==> src/design/fifo_replacement_kv_cache_macros.svh <==
// Assertion macros shared by the key/value store RTL.
`ifndef FIFO_REPLACEMENT_KV_CACHE_MACROS_SVH
`define FIFO_REPLACEMENT_KV_CACHE_MACROS_SVH

// Property that must hold at every clock edge outside reset.
`define FRKV_ASSERT_ALWAYS(label, expr, msg) \
   label: assert property (@(posedge clock) disable iff (reset) (expr)) else $error(msg);

// Property whose consequent must hold in the clock cycle after the antecedent.
`define FRKV_ASSERT_NEXT(label, ante, cons, msg) \
   label: assert property (@(posedge clock) disable iff (reset) (ante) |=> (cons)) \
      else $error(msg);

`endif

==> src/design/frkv_pkg.sv <==
// Package with the types and constants of the key/value store.
package frkv_pkg;

   localparam int ENTRIES    = 4;
   localparam int KEY_BITS   = 32;
   localparam int AGE_BITS   = (ENTRIES > 1) ? $clog2(ENTRIES) : 1;
   localparam int COUNT_BITS = $clog2(ENTRIES + 1);

   typedef enum logic [1:0] {
      CMD_PUT        = 2'd0,
      CMD_GET        = 2'd1,
      CMD_REM_OLDEST = 2'd2,
      CMD_REM_KEY    = 2'd3
   } cmd_type;

   typedef enum logic [1:0] {
      ST_OK    = 2'd0,
      ST_MISS  = 2'd1,
      ST_EMPTY = 2'd2,
      ST_EVICT = 2'd3
   } status_type;

   typedef struct packed {
      cmd_type            cmd;
      logic [31:0]        key;
      logic signed [31:0] value;
   } req_item_type;

   typedef struct packed {
      status_type         status;
      logic signed [31:0] read_value;
   } rsp_item_type;

endpackage

==> src/design/fifo_replacement_kv_cache.sv <==
// Top level of the fully associative key/value store with FIFO replacement.
//
// Usage: every request item carries one command (put, get, remove oldest or
// remove by key) with a key and a value, and produces exactly one response
// item holding a status code and, for a get hit, the stored value.
// Both channels use valid and stall; an item moves on a rising edge at which
// valid is high and stall is low.
// Path: a request accepted into the input register is processed from there
// into the result register, from which its response is offered until the
// receiver takes it.
// Throughput: one item per cycle while no stall holds the flow. The key compare
// across all entries, the age update and the result are done in one pass of
// logic between the input and result registers.
// Stalls: when the receiver stalls a waiting response, the input register
// holds its item and req_stall rises once that register is occupied.
// Reset: synchronous, active high; it empties the store, drops any items
// in flight and clears all ages and the entry count. Key and value storage
// is not cleared, as it is only read through valid entries.
`include "fifo_replacement_kv_cache_macros.svh"

module fifo_replacement_kv_cache import frkv_pkg::*; (
   input  logic         clock,
   input  logic         reset,
   input  logic         req_valid,
   output logic         req_stall,
   input  req_item_type req_item,
   output logic         rsp_valid,
   input  logic         rsp_stall,
   output rsp_item_type rsp_item
);

   // Input register.
   logic         in_valid_ff, in_valid_in;
   req_item_type in_item_ff, in_item_in;

   // Result register.
   logic         out_valid_ff, out_valid_in;
   rsp_item_type out_item_ff, out_item_in;

   // Store.
   logic [KEY_BITS-1:0] slot_key_ff   [ENTRIES];
   logic [KEY_BITS-1:0] slot_key_in   [ENTRIES];
   logic [31:0]         slot_value_ff [ENTRIES];
   logic [31:0]         slot_value_in [ENTRIES];
   logic [ENTRIES-1:0]  slot_valid_ff, slot_valid_in;
   logic [AGE_BITS-1:0] slot_age_ff   [ENTRIES];
   logic [AGE_BITS-1:0] slot_age_in   [ENTRIES];
   logic [COUNT_BITS-1:0] entry_count_ff, entry_count_in;

   // Lookup and decision signals.
   logic                  advance;
   logic                  fire;
   logic [KEY_BITS-1:0]   cmp_key;
   logic [ENTRIES-1:0]    hit_vec;
   logic [ENTRIES-1:0]    old_vec;
   logic [ENTRIES-1:0]    free_vec;
   logic [ENTRIES-1:0]    drop_vec;
   logic [ENTRIES-1:0]    ins_vec;
   logic [ENTRIES-1:0]    upd_vec;
   logic                  any_hit;
   logic                  store_full;
   logic                  store_empty;
   logic                  free_found;
   logic [31:0]           hit_value;
   logic [AGE_BITS-1:0]   drop_age;
   logic [COUNT_BITS-1:0] count_after_drop;
   status_type            status;
   logic [31:0]           read_value;

   // The processing stage moves on when the result register is free or is
   // being emptied in this cycle.
   assign advance   = !out_valid_ff || !rsp_stall;
   assign fire      = in_valid_ff && advance;
   assign req_stall = in_valid_ff && !advance;

   assign rsp_valid = out_valid_ff;
   assign rsp_item  = out_item_ff;

   assign cmp_key     = in_item_ff.key[KEY_BITS-1:0];
   assign store_full  = (entry_count_ff == COUNT_BITS'(ENTRIES));
   assign store_empty = (entry_count_ff == '0);
   assign any_hit     = |hit_vec;

   // Parallel compare against every entry. Keys are unique in the store, so
   // at most one entry hits, and while the store is not empty the ages keep exactly one entry oldest.
   always_comb begin
      hit_value  = '0;
      free_vec   = '0;
      free_found = 1'b0;
      for (int i = 0; i < ENTRIES; i++) begin
         hit_vec[i] = slot_valid_ff[i] && (slot_key_ff[i] == cmp_key);
         old_vec[i] = slot_valid_ff[i] && (slot_age_ff[i] == '0);
         if (hit_vec[i]) begin
            hit_value = hit_value | slot_value_ff[i];
         end
         // Lowest free slot takes a new entry.
         if (!slot_valid_ff[i] && !free_found) begin
            free_vec[i] = 1'b1;
            free_found  = 1'b1;
         end
      end
   end

   // Command decode: which slots are dropped, filled or updated.
   always_comb begin
      drop_vec   = '0;
      ins_vec    = '0;
      upd_vec    = '0;
      status     = ST_OK;
      read_value = '0;
      case (in_item_ff.cmd)
         CMD_PUT: begin
            if (any_hit) begin
               upd_vec = hit_vec;
            end else if (store_full) begin
               // The oldest entry leaves and the new pair takes its slot.
               drop_vec = old_vec;
               ins_vec  = old_vec;
               status   = ST_EVICT;
            end else begin
               ins_vec = free_vec;
            end
         end
         CMD_GET: begin
            if (any_hit) begin
               read_value = hit_value;
            end else begin
               status = ST_MISS;
            end
         end
         CMD_REM_OLDEST: begin
            if (store_empty || !(|old_vec)) begin
               status = ST_EMPTY;
            end else begin
               drop_vec = old_vec;
            end
         end
         CMD_REM_KEY: begin
            if (store_empty) begin
               status = ST_EMPTY;
            end else if (any_hit) begin
               drop_vec = hit_vec;
            end else begin
               status = ST_MISS;
            end
         end
         default: begin
            status = ST_OK;
         end
      endcase
   end

   // Age of the dropped entry; younger entries close the gap behind it.
   always_comb begin
      drop_age = '0;
      for (int i = 0; i < ENTRIES; i++) begin
         if (drop_vec[i]) begin
            drop_age = drop_age | slot_age_ff[i];
         end
      end
   end

   assign count_after_drop = entry_count_ff - COUNT_BITS'(|drop_vec);

   // Next state of the store.
   always_comb begin
      entry_count_in = entry_count_ff;
      slot_valid_in  = slot_valid_ff;
      for (int i = 0; i < ENTRIES; i++) begin
         slot_key_in[i]   = slot_key_ff[i];
         slot_value_in[i] = slot_value_ff[i];
         slot_age_in[i]   = slot_age_ff[i];
      end
      if (fire) begin
         entry_count_in = count_after_drop + COUNT_BITS'(|ins_vec);
         for (int i = 0; i < ENTRIES; i++) begin
            if (ins_vec[i]) begin
               // New entry is the youngest of what remains.
               slot_key_in[i]   = cmp_key;
               slot_value_in[i] = in_item_ff.value;
               slot_valid_in[i] = 1'b1;
               slot_age_in[i]   = count_after_drop[AGE_BITS-1:0];
            end else if (drop_vec[i]) begin
               slot_valid_in[i] = 1'b0;
               slot_age_in[i]   = '0;
            end else begin
               if (upd_vec[i]) begin
                  slot_value_in[i] = in_item_ff.value;
               end
               if (slot_valid_ff[i] && (|drop_vec) && (slot_age_ff[i] > drop_age)) begin
                  slot_age_in[i] = slot_age_ff[i] - AGE_BITS'(1);
               end
            end
         end
      end
   end

   // Handshake of the two registers.
   always_comb begin
      in_item_in = in_item_ff;
      if (req_valid && !req_stall) begin
         in_valid_in = 1'b1;
         in_item_in  = req_item;
      end else if (advance) begin
         in_valid_in = 1'b0;
      end else begin
         in_valid_in = in_valid_ff;
      end

      out_item_in = out_item_ff;
      if (fire) begin
         out_valid_in           = 1'b1;
         out_item_in.status     = status;
         out_item_in.read_value = read_value;
      end else if (!rsp_stall) begin
         out_valid_in = 1'b0;
      end else begin
         out_valid_in = out_valid_ff;
      end
   end

   // Control state.
   always_ff @(posedge clock) begin
      if (reset) begin
         in_valid_ff    <= 1'b0;
         out_valid_ff   <= 1'b0;
         slot_valid_ff  <= '0;
         entry_count_ff <= '0;
         for (int i = 0; i < ENTRIES; i++) begin
            slot_age_ff[i] <= '0;
         end
      end else begin
         in_valid_ff    <= in_valid_in;
         out_valid_ff   <= out_valid_in;
         slot_valid_ff  <= slot_valid_in;
         entry_count_ff <= entry_count_in;
         for (int i = 0; i < ENTRIES; i++) begin
            slot_age_ff[i] <= slot_age_in[i];
         end
      end
   end

   // Payload state, not reset.
   always_ff @(posedge clock) begin
      in_item_ff  <= in_item_in;
      out_item_ff <= out_item_in;
      for (int i = 0; i < ENTRIES; i++) begin
         slot_key_ff[i]   <= slot_key_in[i];
         slot_value_ff[i] <= slot_value_in[i];
      end
   end

   `FRKV_ASSERT_ALWAYS(a_count_bound, entry_count_ff <= COUNT_BITS'(ENTRIES), "entry count too large")
   `FRKV_ASSERT_ALWAYS(a_count_matches, $countones(slot_valid_ff) == int'(entry_count_ff), "entry count differs from valid entries")
   `FRKV_ASSERT_ALWAYS(a_unique_hit, $onehot0(hit_vec), "key held in more than one entry")
   `FRKV_ASSERT_NEXT(a_result_loaded, fire, out_valid_ff, "processed item left no result")

endmodule

==> config.mk <==
export PLATFORM = sky130hd
export DESIGN_NAME = fifo_replacement_kv_cache
export DESIGN_NICKNAME = d
export VERILOG_FILES = /design/src/design/frkv_pkg.sv /design/src/design/fifo_replacement_kv_cache.sv
export VERILOG_INCLUDE_DIRS = /design/src /design/src/design
export SDC_FILE = /design/constraint.sdc
export NUM_CORES = 1
export LEC_CHECK = 0
export BUFFER_PORTS_ARGS = -buffer_cell sky130_fd_sc_hd__buf_4
export CAP_MARGIN = 5
export CORE_MARGIN = 2
export CORE_UTILIZATION = 35
export CTS_CLUSTER_SIZE = 28
export DETAILED_ROUTE_END_ITERATION = 10
export PLACE_DENSITY_LB_ADDON = 0.15
export SETUP_SLACK_MARGIN = 0.3
export SLEW_MARGIN = 25
export SYNTH_ARGS = -nofsm -noshare
export SYNTH_HDL_FRONTEND = slang
export SYNTH_SLANG_ARGS = --single-unit
==> constraint.sdc <==
create_clock -name clock -period 5.5 [get_ports clock]
set_input_delay 0.55 -clock clock [delete_from_list [all_inputs] [get_ports clock]]
set_output_delay 0.55 -clock clock [all_outputs]
set_load 0.03 [all_outputs]
==> impl_metrics.py, run 1 <==
metrics = {
    "synthesis": {
        "avgSynthCellArea_sq_um": 16.77,
        "synth_top_area_cell": "edfxtp_1",
        "yosysMostFrequentCell": "edfxtp_1",
        "async_flop_share_pct": 0,
        "ys_types": 56,
        "ys_ff_latch": 373,
        "syn_nets": 944,
        "synth-edff-count": 356,
        "syn_area_sq_um": 14390,
        "synth_cells": 858,
        "synth_common_cells": "edfxtp_1 (356), xor2_1 (116), a22oi_1 (68)",
        "synth_warnings": 0,
        "synth_top_cells_by_area": "edfxtp_1 (74%), xor2_1 (7.1%), a22oi_1 (3.5%)",
        "ys_seq_area_share_pct": 76.67,
        "synth_top_area_share_pct": 74.31,
        "synth_ff_type": "edfxtp_1",
    },
    "worst_setup_path": {
        "r2r_start": "cmp_key[13]",
        "critPathRequiredTime_ns": 5.94,
        "critical-path-max-stage-delay_ns": 0.55,
        "cp_slowest_cell": "edfxtp_1",
        "crit_chain": "xor2_1 -> nor4_1 -> nand4_1 -> o311ai_1 -> nor4_2 -> nor2_1 -> o21ai_1 -> a22o_1 -> a221oi_1 -> ha_1 -> nor2b_1 -> o211ai_1 -> a21oi_1 -> o31ai_2 -> mux2_1",
        "startpoint_type": "flop",
        "criticalPathCategory": "flop to flop",
        "critical_path_arrival_ns": 5.18,
        "crit_path_end_kind": "flop",
        "worst_r2r_endpoint": "slot_age_ff[0][0]",
        "critPathMaxFanout": 8,
        "reg2regPathDepth": 15,
        "r2r_slack_ns": 0.76,
    },
    "sta": {
        "setup_viol": 0,
        "tightest_slew_ns": 0.8700,
        "whs_ns": 0.1675,
        "period_share_pct": 86.21,
        "fin_tns_setup_ns": 0,
        "fmax_ghz": 0.2109,
        "finalHoldViolCount": 0,
        "slew_headroom_pct": 41.52,
        "fin_worst_skew_ns": 0.01088,
        "layout_min_cycle_time_ns": 4.742,
        "fin_ws_ns": 0.7585,
        "final_max_slew_viol_count": 0,
        "rsz0062_at_grt": "false",
    },
    "power_and_ir_drop": {
        "power_density_nw_per_um2": 349.9,
        "ir_worst_vdd_mv": 0.2400,
        "finalPower_mw": 6.038,
        "leakagePower_nw": 5.722,
    },
    "place": {
        "dp_hpwl_mm": 19.48,
        "numPortBuffers": 105,
        "place_congestion": 0.8550,
        "placement.cell_area_sq_um": 15980,
        "dpl_worst_slack_ns": 0.6942,
        "dpl.cell_count": 1491,
    },
    "floorplan": {
        "die_h_um": 206.7,
        "start_util_pct": 35.31,
        "ioPinCount": 106,
        "fp.coreArea_sq_um": 40740,
        "die_x_um": 206.7,
        "die_area_sq_um": 42740,
        "fp-row-count": 74,
    },
    "clock_tree": {
        "cts_setup_buffers": 0,
        "tritoncts": "built",
        "cts_buffer_depth": 3,
        "clk_pin_slew_ns": 0.06,
        "htreeDepth": 2,
        "cts-root-buf": "clkbuf_16",
        "clk_latency_ns": 0.56,
        "cts_buffers": 42,
        "ctsHoldBuffers": 0,
        "numClockSinks": 373,
        "cts_resized": 0,
    },
    "routing": {
        "drt-total-wl_mm": 32.05,
        "viasPerCell": 4.891,
        "num_vias": 7674,
        "ant_nets": 0,
        "firstDrtPassIters": 4,
        "wl_per_cell_um": 20.43,
        "drc": 0,
        "detail_route.iter0.violations": 453,
    },
    "run_status": {
        "outcome": "completed",
    },
    "min_path": {
        "min_from": "req_item[31]",
        "hold_path.class": "primary input to flop",
        "holdPathEnd": "in_item_ff[31]",
        "holdPathStages": 1,
    },
    "cells_and_area": {
        "synthToLayoutAreaGrowth_pct": 19.95,
        "drive_gt1_share_pct": 19.09,
        "final_area_sq_um": 17260,
        "diodes": 0,
        "final_cells": 1569,
        "fin_nets": 1089,
        "utilization_pct": 42.36,
    },
    "global_routing": {
        "grt_overflow": 0,
        "grt_pass1_vias": 7712,
        "antenna_found_initial": 0,
        "track_usage_pct": 15.20,
        "grt_pass1_wl_mm": 47.80,
        "grt_max_degree": 41,
    },
    "run": {
        "drv_cap": 0,
    },
}
## per-layer routing
metal / up-vias / routed length, um / global-route usage (%)
met1: 3828 / 14920 / 21.50
met5: - / 0 / 0
met2: 169 / 15100 / 23.72
li1: 3634 / - / -
met3: 43 / 1334 / 2.669
met4: 0 / 692 / 5.294
## kinds of logic (layout without fill, tap and decap cells)
group / Yosys count / count (layout) / synth area share, %
flops: 373 / 373 / 76.67
xor+xnor: 129 / 129 / 7.854
mux: 3 / 3 / 0.2261
buf+inv: 40 / 219 / 1.044
fa+ha+maj: 16 / 16 / 1.392
simple gates: 136 / 136 / 5.140
compound gates: 161 / 161 / 7.671
## cell usage in the layout (no fill, tap or decap), types with 5 or more instances in the layout
cell	instances
edfxtp_1	356
xor2_1	116
dfxtp_1	17
nor4_1	27
nand4_1	9
xnor2_1	13
nand2_1	36
nand3_1	12
a22oi_1	68
clkbuf_1	21
a21oi_1	47
inv_1	18
and3_1	5
clkinv_2	7
o21ai_0	5
buf_4	121
nor2_1	16
ha_1	16
nor3_1	9
clkbuf_16	43
## state kept, by name, indices dropped and copies added, names as in the netlist
name and flops:
rsp_valid 1, in_item_ff 34, entry_count_ff 3, slot_value_ff 128
in_valid_ff 1, slot_valid_ff 4, cmp_key 32, rsp_item 34
slot_age_ff 8, slot_key_ff 128
## worst max-delay path, delay by kind of cell (launching register included)
kind | cells | cell delay [ns]
xor gates and xnor gates | 1 | 0.22
and+or+nand+nor | 5 | 1.22
DFF | 1 | 0.55
adders and majority gates | 1 | 0.36
AOI/OAI and AO/OA | 7 | 1.92
muxes | 1 | 0.35
## layout make-up
type / instances / area [sq um]
Clock buffer: 64 / 1155
Fill cell: 3697 / 23480
Clock inverter: 14 / 120.1
Sequential cell: 373 / 11030
Inverter: 20 / 75.07
Multi-Input combinational cell: 445 / 3302
Tap cell: 532 / 665.6
Timing Repair Buffer: 121 / 908.4
## worst max path at each step
stage	depth (start not counted)	to	slack (ns)	startpoint
floorplan	2	cmp_key[0]	1.19	rsp_stall
global placement	15	slot_age_ff[0][0]	0.80	cmp_key[13]
detailed placement	15	slot_age_ff[0][0]	0.69	cmp_key[13]
CTS	15	slot_age_ff[0][0]	0.67	cmp_key[13]
global route	15	slot_age_ff[0][1]	0.43	cmp_key[13]
finish	15	slot_age_ff[0][0]	0.76	cmp_key[13]
## power by group
part           total (mW)  switching [mW]  internal (mW)
Sequential           3.24          0.0635           3.17
Combinational       0.196           0.114         0.0826
Clock                2.61            1.10           1.51
No activity file was read; power rests on OpenSTA's default activity.
==> inputs of run 2 (changes only) <==
--- a/config.mk
+++ b/config.mk
@@ -13,6 +13,7 @@
 export CTS_CLUSTER_SIZE = 28
 export DETAILED_ROUTE_END_ITERATION = 10
 export PLACE_DENSITY_LB_ADDON = 0.15
+export REMOVE_ABC_BUFFERS = 1
 export SETUP_SLACK_MARGIN = 0.3
 export SLEW_MARGIN = 25
 export SYNTH_ARGS = -nofsm -noshare
==> impl_metrics.py, run 2 (synthesis gave the netlist of run 1 again) <==
metrics = {
    "sta": {
        "period_share_pct": 85.35,
        "tightest_slew_ns": 0.9106,
        "slew_headroom_pct": 38.79,
        "layout_min_cycle_time_ns": 4.694,
        "finalHoldViolCount": 0,
        "fin_tns_setup_ns": 0,
        "setup_viol": 0,
        "fmax_ghz": 0.2130,
        "rsz0062_at_grt": "false",
        "final_max_slew_viol_count": 0,
        "fin_worst_skew_ns": 0.01297,
    },
    "routing": {
        "firstDrtPassIters": 6,
        "drc": 0,
        "num_vias": 7712,
        "wl_per_cell_um": 20.55,
        "detail_route.iter0.violations": 602,
        "ant_nets": 0,
        "viasPerCell": 4.918,
        "drt-total-wl_mm": 32.22,
    },
    "worst_setup_path": {
        "criticalPathCategory": "flop to flop",
        "critical_path_arrival_ns": 5.12,
        "critPathMaxFanout": 8,
        "crit_path_end_kind": "flop",
        "critPathRequiredTime_ns": 5.93,
        "startpoint_type": "flop",
    },
    "cells_and_area": {
        "fin_nets": 1091,
        "seqCellArea_sq_um": 11030,
        "utilization_pct": 42.49,
        "synthToLayoutAreaGrowth_pct": 20.33,
        "mostFrequentLayoutCells": "edfxtp_1 (356), buf_4 (120), xor2_1 (116)",
        "final_common_cell": "edfxtp_1",
        "reg_top3": "slot_key_ff x128, slot_value_ff x128",
        "multi_input_area_sq_um": 3308,
        "fillers": 3703,
        "diodes": 0,
        "drive_gt1_share_pct": 18.92,
    },
    "global_routing": {
        "track_usage_pct": 15.12,
        "antenna_found_initial": 0,
        "grt_pass1_vias": 7661,
        "grt_pass1_wl_mm": 47.78,
        "grt_overflow": 0,
        "grt_max_degree": 37,
    },
    "clock_tree": {
        "cts_buffers": 42,
        "cts_setup_buffers": 0,
        "tritoncts": "built",
        "numClockSinks": 373,
        "cts-root-buf": "clkbuf_16",
        "htreeDepth": 2,
        "clk_latency_ns": 0.55,
        "cts_buffer_depth": 3,
        "clk_pin_slew_ns": 0.06,
    },
    "floorplan": {
        "start_util_pct": 35.31,
        "fp-row-count": 74,
        "ioPinCount": 106,
        "die_x_um": 206.7,
        "die_h_um": 206.7,
        "die_area_sq_um": 42740,
        "fp.coreArea_sq_um": 40740,
    },
    "power_and_ir_drop": {
        "power_density_nw_per_um2": 347.8,
        "finalPower_mw": 6.020,
        "leakagePower_nw": 5.728,
        "ir_worst_vdd_mv": 0.2408,
    },
    "run": {
        "drv_cap": 0,
    },
    "min_path": {
        "hold_path.class": "primary input to flop",
    },
    "place": {
        "place_congestion": 0.8327,
        "dp_hpwl_mm": 19.27,
        "numPortBuffers": 105,
    },
    "run_status": {
        "outcome": "completed",
    },
}
[run 2: final timing paths]
kind / start / endpoint / depth (start not counted) / slack (ns)
worst max register to register: cmp_key[15] / slot_age_ff[0][0] / 15 / 0.81
worst max-delay path: cmp_key[15] / slot_age_ff[0][0] / 15 / 0.81
worst min-delay path: req_item[7] / in_item_ff[7] / 1 / 0.18
worst min register to register: in_item_ff[16] / slot_value_ff[2][16] / 0 / 0.49
[run 2: layer usage]
metal  up-vias  track usage [%]  wire [um]
li1       3633                -          -
met1      3854            21.26      15080
met2       182            23.76      14920
met3        43            3.171       1552
met4         0            4.306        654
met5         -                0          0
[run 2: critical path, cell delays in order, from the launching register on]
cell      delay, ns
edfxtp_1       0.56
xor2_1         0.21
nor4_1         0.42
nand4_1        0.33
o311ai_1       0.50
nor4_2         0.19
nor2_1         0.17
o21ai_1        0.13
a22o_1         0.26
a221oi_1       0.49
ha_1           0.35
nor2b_1        0.13
o211ai_1       0.16
a21oi_1        0.07
o31ai_2        0.26
mux2_1         0.35
[run 2: cell type report]
class                   count  share of cell area (%)
well taps                 532                   3.845
clock inverters            13                  0.7445
flip-flops and latches    373                   63.72
repair buffers            123                   5.638
inverters                  20                  0.4337
multi-input cells         445                   19.11
clock buffers              62                   6.505
[run 2: repair_timing]
action                                  in CTS  in global routing
hold buffers                                 0                  0
endpoints found under the setup margin       0                  2
resized for setup                            0                  1
[run 2: through the flow]
stage / setup WS, ns / cells / hold WS, ns / instance area [sq um]
2_1_floorplan: 0.7830 / 838 / 0.4507 / 14310
3_3_place_gp: 0.6547 / 1491 / 0.4617 / 15990
3_5_place_dp: 0.7038 / 1493 / 0.4719 / 16050
4_1_cts: 0.6848 / 1568 / 0.1420 / 17300
5_1_grt: 0.3954 / 1568 / 0.1479 / 17310
6_report: 0.8060 / 1568 / 0.1763 / 17310
[run 2: report_power, final]
part / internal [mW] / switching [mW] / leakage (nW) / total, mW
clock network: 1.51 / 1.07 / 0.596 / 2.58
registers: 3.17 / 0.0599 / 3.39 / 3.23
logic: 0.0871 / 0.118 / 1.74 / 0.205
total: 4.77 / 1.25 / 5.73 / 6.02
==> inputs of run 3 (changes only) <==
--- a/config.mk
+++ b/config.mk
@@ -6,13 +6,13 @@
 export SDC_FILE = /design/constraint.sdc
 export NUM_CORES = 1
 export LEC_CHECK = 0
-export BUFFER_PORTS_ARGS = -buffer_cell sky130_fd_sc_hd__buf_4
+export BUFFER_PORTS_ARGS = -buffer_cell sky130_fd_sc_hd__clkbuf_2
 export CAP_MARGIN = 5
 export CORE_MARGIN = 2
 export CORE_UTILIZATION = 35
 export CTS_CLUSTER_SIZE = 28
 export DETAILED_ROUTE_END_ITERATION = 10
-export PLACE_DENSITY_LB_ADDON = 0.15
+export PLACE_DENSITY = 0.54
 export REMOVE_ABC_BUFFERS = 1
 export SETUP_SLACK_MARGIN = 0.3
 export SLEW_MARGIN = 25
==> impl_metrics.py, run 3 (synthesis gave the netlist of run 1 again) <==
metrics = {
    "sta": {
        "slew_headroom_pct": 34.73,
        "setup_viol": 0,
        "rsz0062_at_grt": "false",
        "final_max_slew_viol_count": 0,
        "fin_worst_skew_ns": 0.01528,
        "period_share_pct": 86.01,
        "fin_tns_setup_ns": 0,
        "layout_min_cycle_time_ns": 4.731,
        "fmax_ghz": 0.2114,
        "tightest_slew_ns": 0.9790,
        "finalHoldViolCount": 0,
        "whs_ns": 0.1680,
    },
    "floorplan": {
        "fp-row-count": 74,
        "ioPinCount": 106,
        "die_x_um": 206.7,
        "fp.coreArea_sq_um": 40740,
        "start_util_pct": 35.31,
        "die_area_sq_um": 42740,
        "die_h_um": 206.7,
    },
    "clock_tree": {
        "numClockSinks": 373,
        "clk_pin_slew_ns": 0.06,
        "ctsHoldBuffers": 0,
        "tritoncts": "built",
        "cts_buffers": 41,
        "cts_buffer_depth": 3,
        "htreeDepth": 2,
        "clk_latency_ns": 0.56,
        "cts-root-buf": "clkbuf_16",
        "cts_setup_buffers": 0,
        "cts_resized": 0,
    },
    "worst_setup_path": {
        "startpoint_type": "flop",
        "cp_slowest_cell": "edfxtp_1",
        "crit_chain": "xor2_1 -> nor4_1 -> nand4_1 -> o311ai_1 -> nor4_2 -> nor2_1 -> o21ai_1 -> a22o_1 -> a221oi_1 -> ha_1 -> nor2b_1 -> o211ai_1 -> a21oi_1 -> o31ai_2 -> mux2_1",
        "critical-path-max-stage-delay_ns": 0.53,
        "criticalPathCategory": "flop to flop",
        "r2r_slack_ns": 0.77,
        "crit_buf_inv": 0,
        "cp_top_family": "compound AO/OA/AOI/OAI gates",
        "critPathMaxFanout": 8,
        "critPathRequiredTime_ns": 5.94,
        "critical_path_arrival_ns": 5.17,
        "crit_path_end_kind": "flop",
    },
    "cells_and_area": {
        "seqCellArea_sq_um": 11030,
        "multi_input_area_sq_um": 3302,
        "diodes": 0,
        "drive_gt1_share_pct": 19.42,
        "final_area_sq_um": 17020,
        "mostFrequentLayoutCells": "edfxtp_1 (356), xor2_1 (116), clkbuf_2 (105)",
        "final_common_cell": "edfxtp_1",
        "synthToLayoutAreaGrowth_pct": 18.33,
        "fin_nets": 1091,
        "fillers": 3682,
        "reg_top3": "slot_key_ff x128, slot_value_ff x128",
    },
    "power_and_ir_drop": {
        "power_density_nw_per_um2": 353.1,
        "finalPower_mw": 6.011,
        "leakagePower_nw": 5.661,
        "ir_worst_vdd_mv": 0.2700,
    },
    "global_routing": {
        "antenna_found_initial": 0,
        "track_usage_pct": 15.00,
        "grt_pass1_wl_mm": 47.03,
        "grt_pass1_vias": 7563,
        "grt_max_degree": 57,
        "grt_overflow": 0,
    },
    "place": {
        "dp_hpwl_mm": 19.11,
        "place_congestion": 0.8449,
        "numPortBuffers": 105,
        "placement.cell_area_sq_um": 15760,
    },
    "routing": {
        "wl_per_cell_um": 20.12,
        "detail_route.iter0.violations": 435,
        "firstDrtPassIters": 5,
        "num_vias": 7684,
        "drc": 0,
        "drt-total-wl_mm": 31.53,
        "viasPerCell": 4.904,
        "ant_nets": 0,
    },
    "run": {
        "drv_cap": 0,
    },
    "run_status": {
        "outcome": "completed",
    },
    "min_path": {
        "hold_path.class": "primary input to flop",
    },
}
run 3: cell count changes in the layout (fill, tap and decap cells not counted), moves of 2 or more:
cell and change:
buf_4 -102, clkbuf_1 -10, clkbuf_2 +105, clkinv_1 +3, clkinv_2 +2, inv_6 +2
run 3: final timing paths:
kind | startpoint | to | depth (start not counted)
hold / removal | req_item[63] | cmp_key[31] | 1
setup reg to reg | cmp_key[20] | slot_age_ff[0][1] | 15
setup / recovery | cmp_key[20] | slot_age_ff[0][1] | 15
hold reg to reg | in_valid_ff | rsp_valid | 2
run 3: stage by stage:
stage,util [%],cells,setup WS (ns)
global route,41.78,1567,0.4103
floorplan,-,838,0.7830
detailed placement,38.69,1494,0.7688
finish,41.78,1567,0.7692
global placement,38.62,1493,0.9186
CTS,41.78,1567,0.7621
run 3: routing by layer:
layer / vias up / share of wire, % / global-route usage (%) / wire, um
li1: 3643 / - / - / -
met1: 3796 / 46 / 20.78 / 14410
met2: 204 / 47 / 23.89 / 14880
met3: 41 / 5.3 / 2.904 / 1676
met4: 0 / 1.8 / 4.838 / 563
met5: - / 0 / 0 / 0
run 3: layout make-up:
type | instances | area share [%]
Sequential cell | 373 | 64.80
Multi-Input combinational cell | 445 | 19.40
Clock buffer | 51 | 6.248
Timing Repair Buffer | 124 | 4.043
Tap cell | 532 | 3.910
Clock inverter | 22 | 1.161
Inverter | 20 | 0.4410
run 3: report_power, final:
| group | total (mW) | leakage (nW) | internal (mW) | switching (mW) |
|---|---|---|---|---|
| Combinational | 0.180 | 1.67 | 0.0626 | 0.118 |
| Clock | 2.60 | 0.605 | 1.52 | 1.08 |
| Sequential | 3.23 | 3.39 | 3.17 | 0.0599 |
| Total | 6.01 | 5.66 | 4.75 | 1.26 |
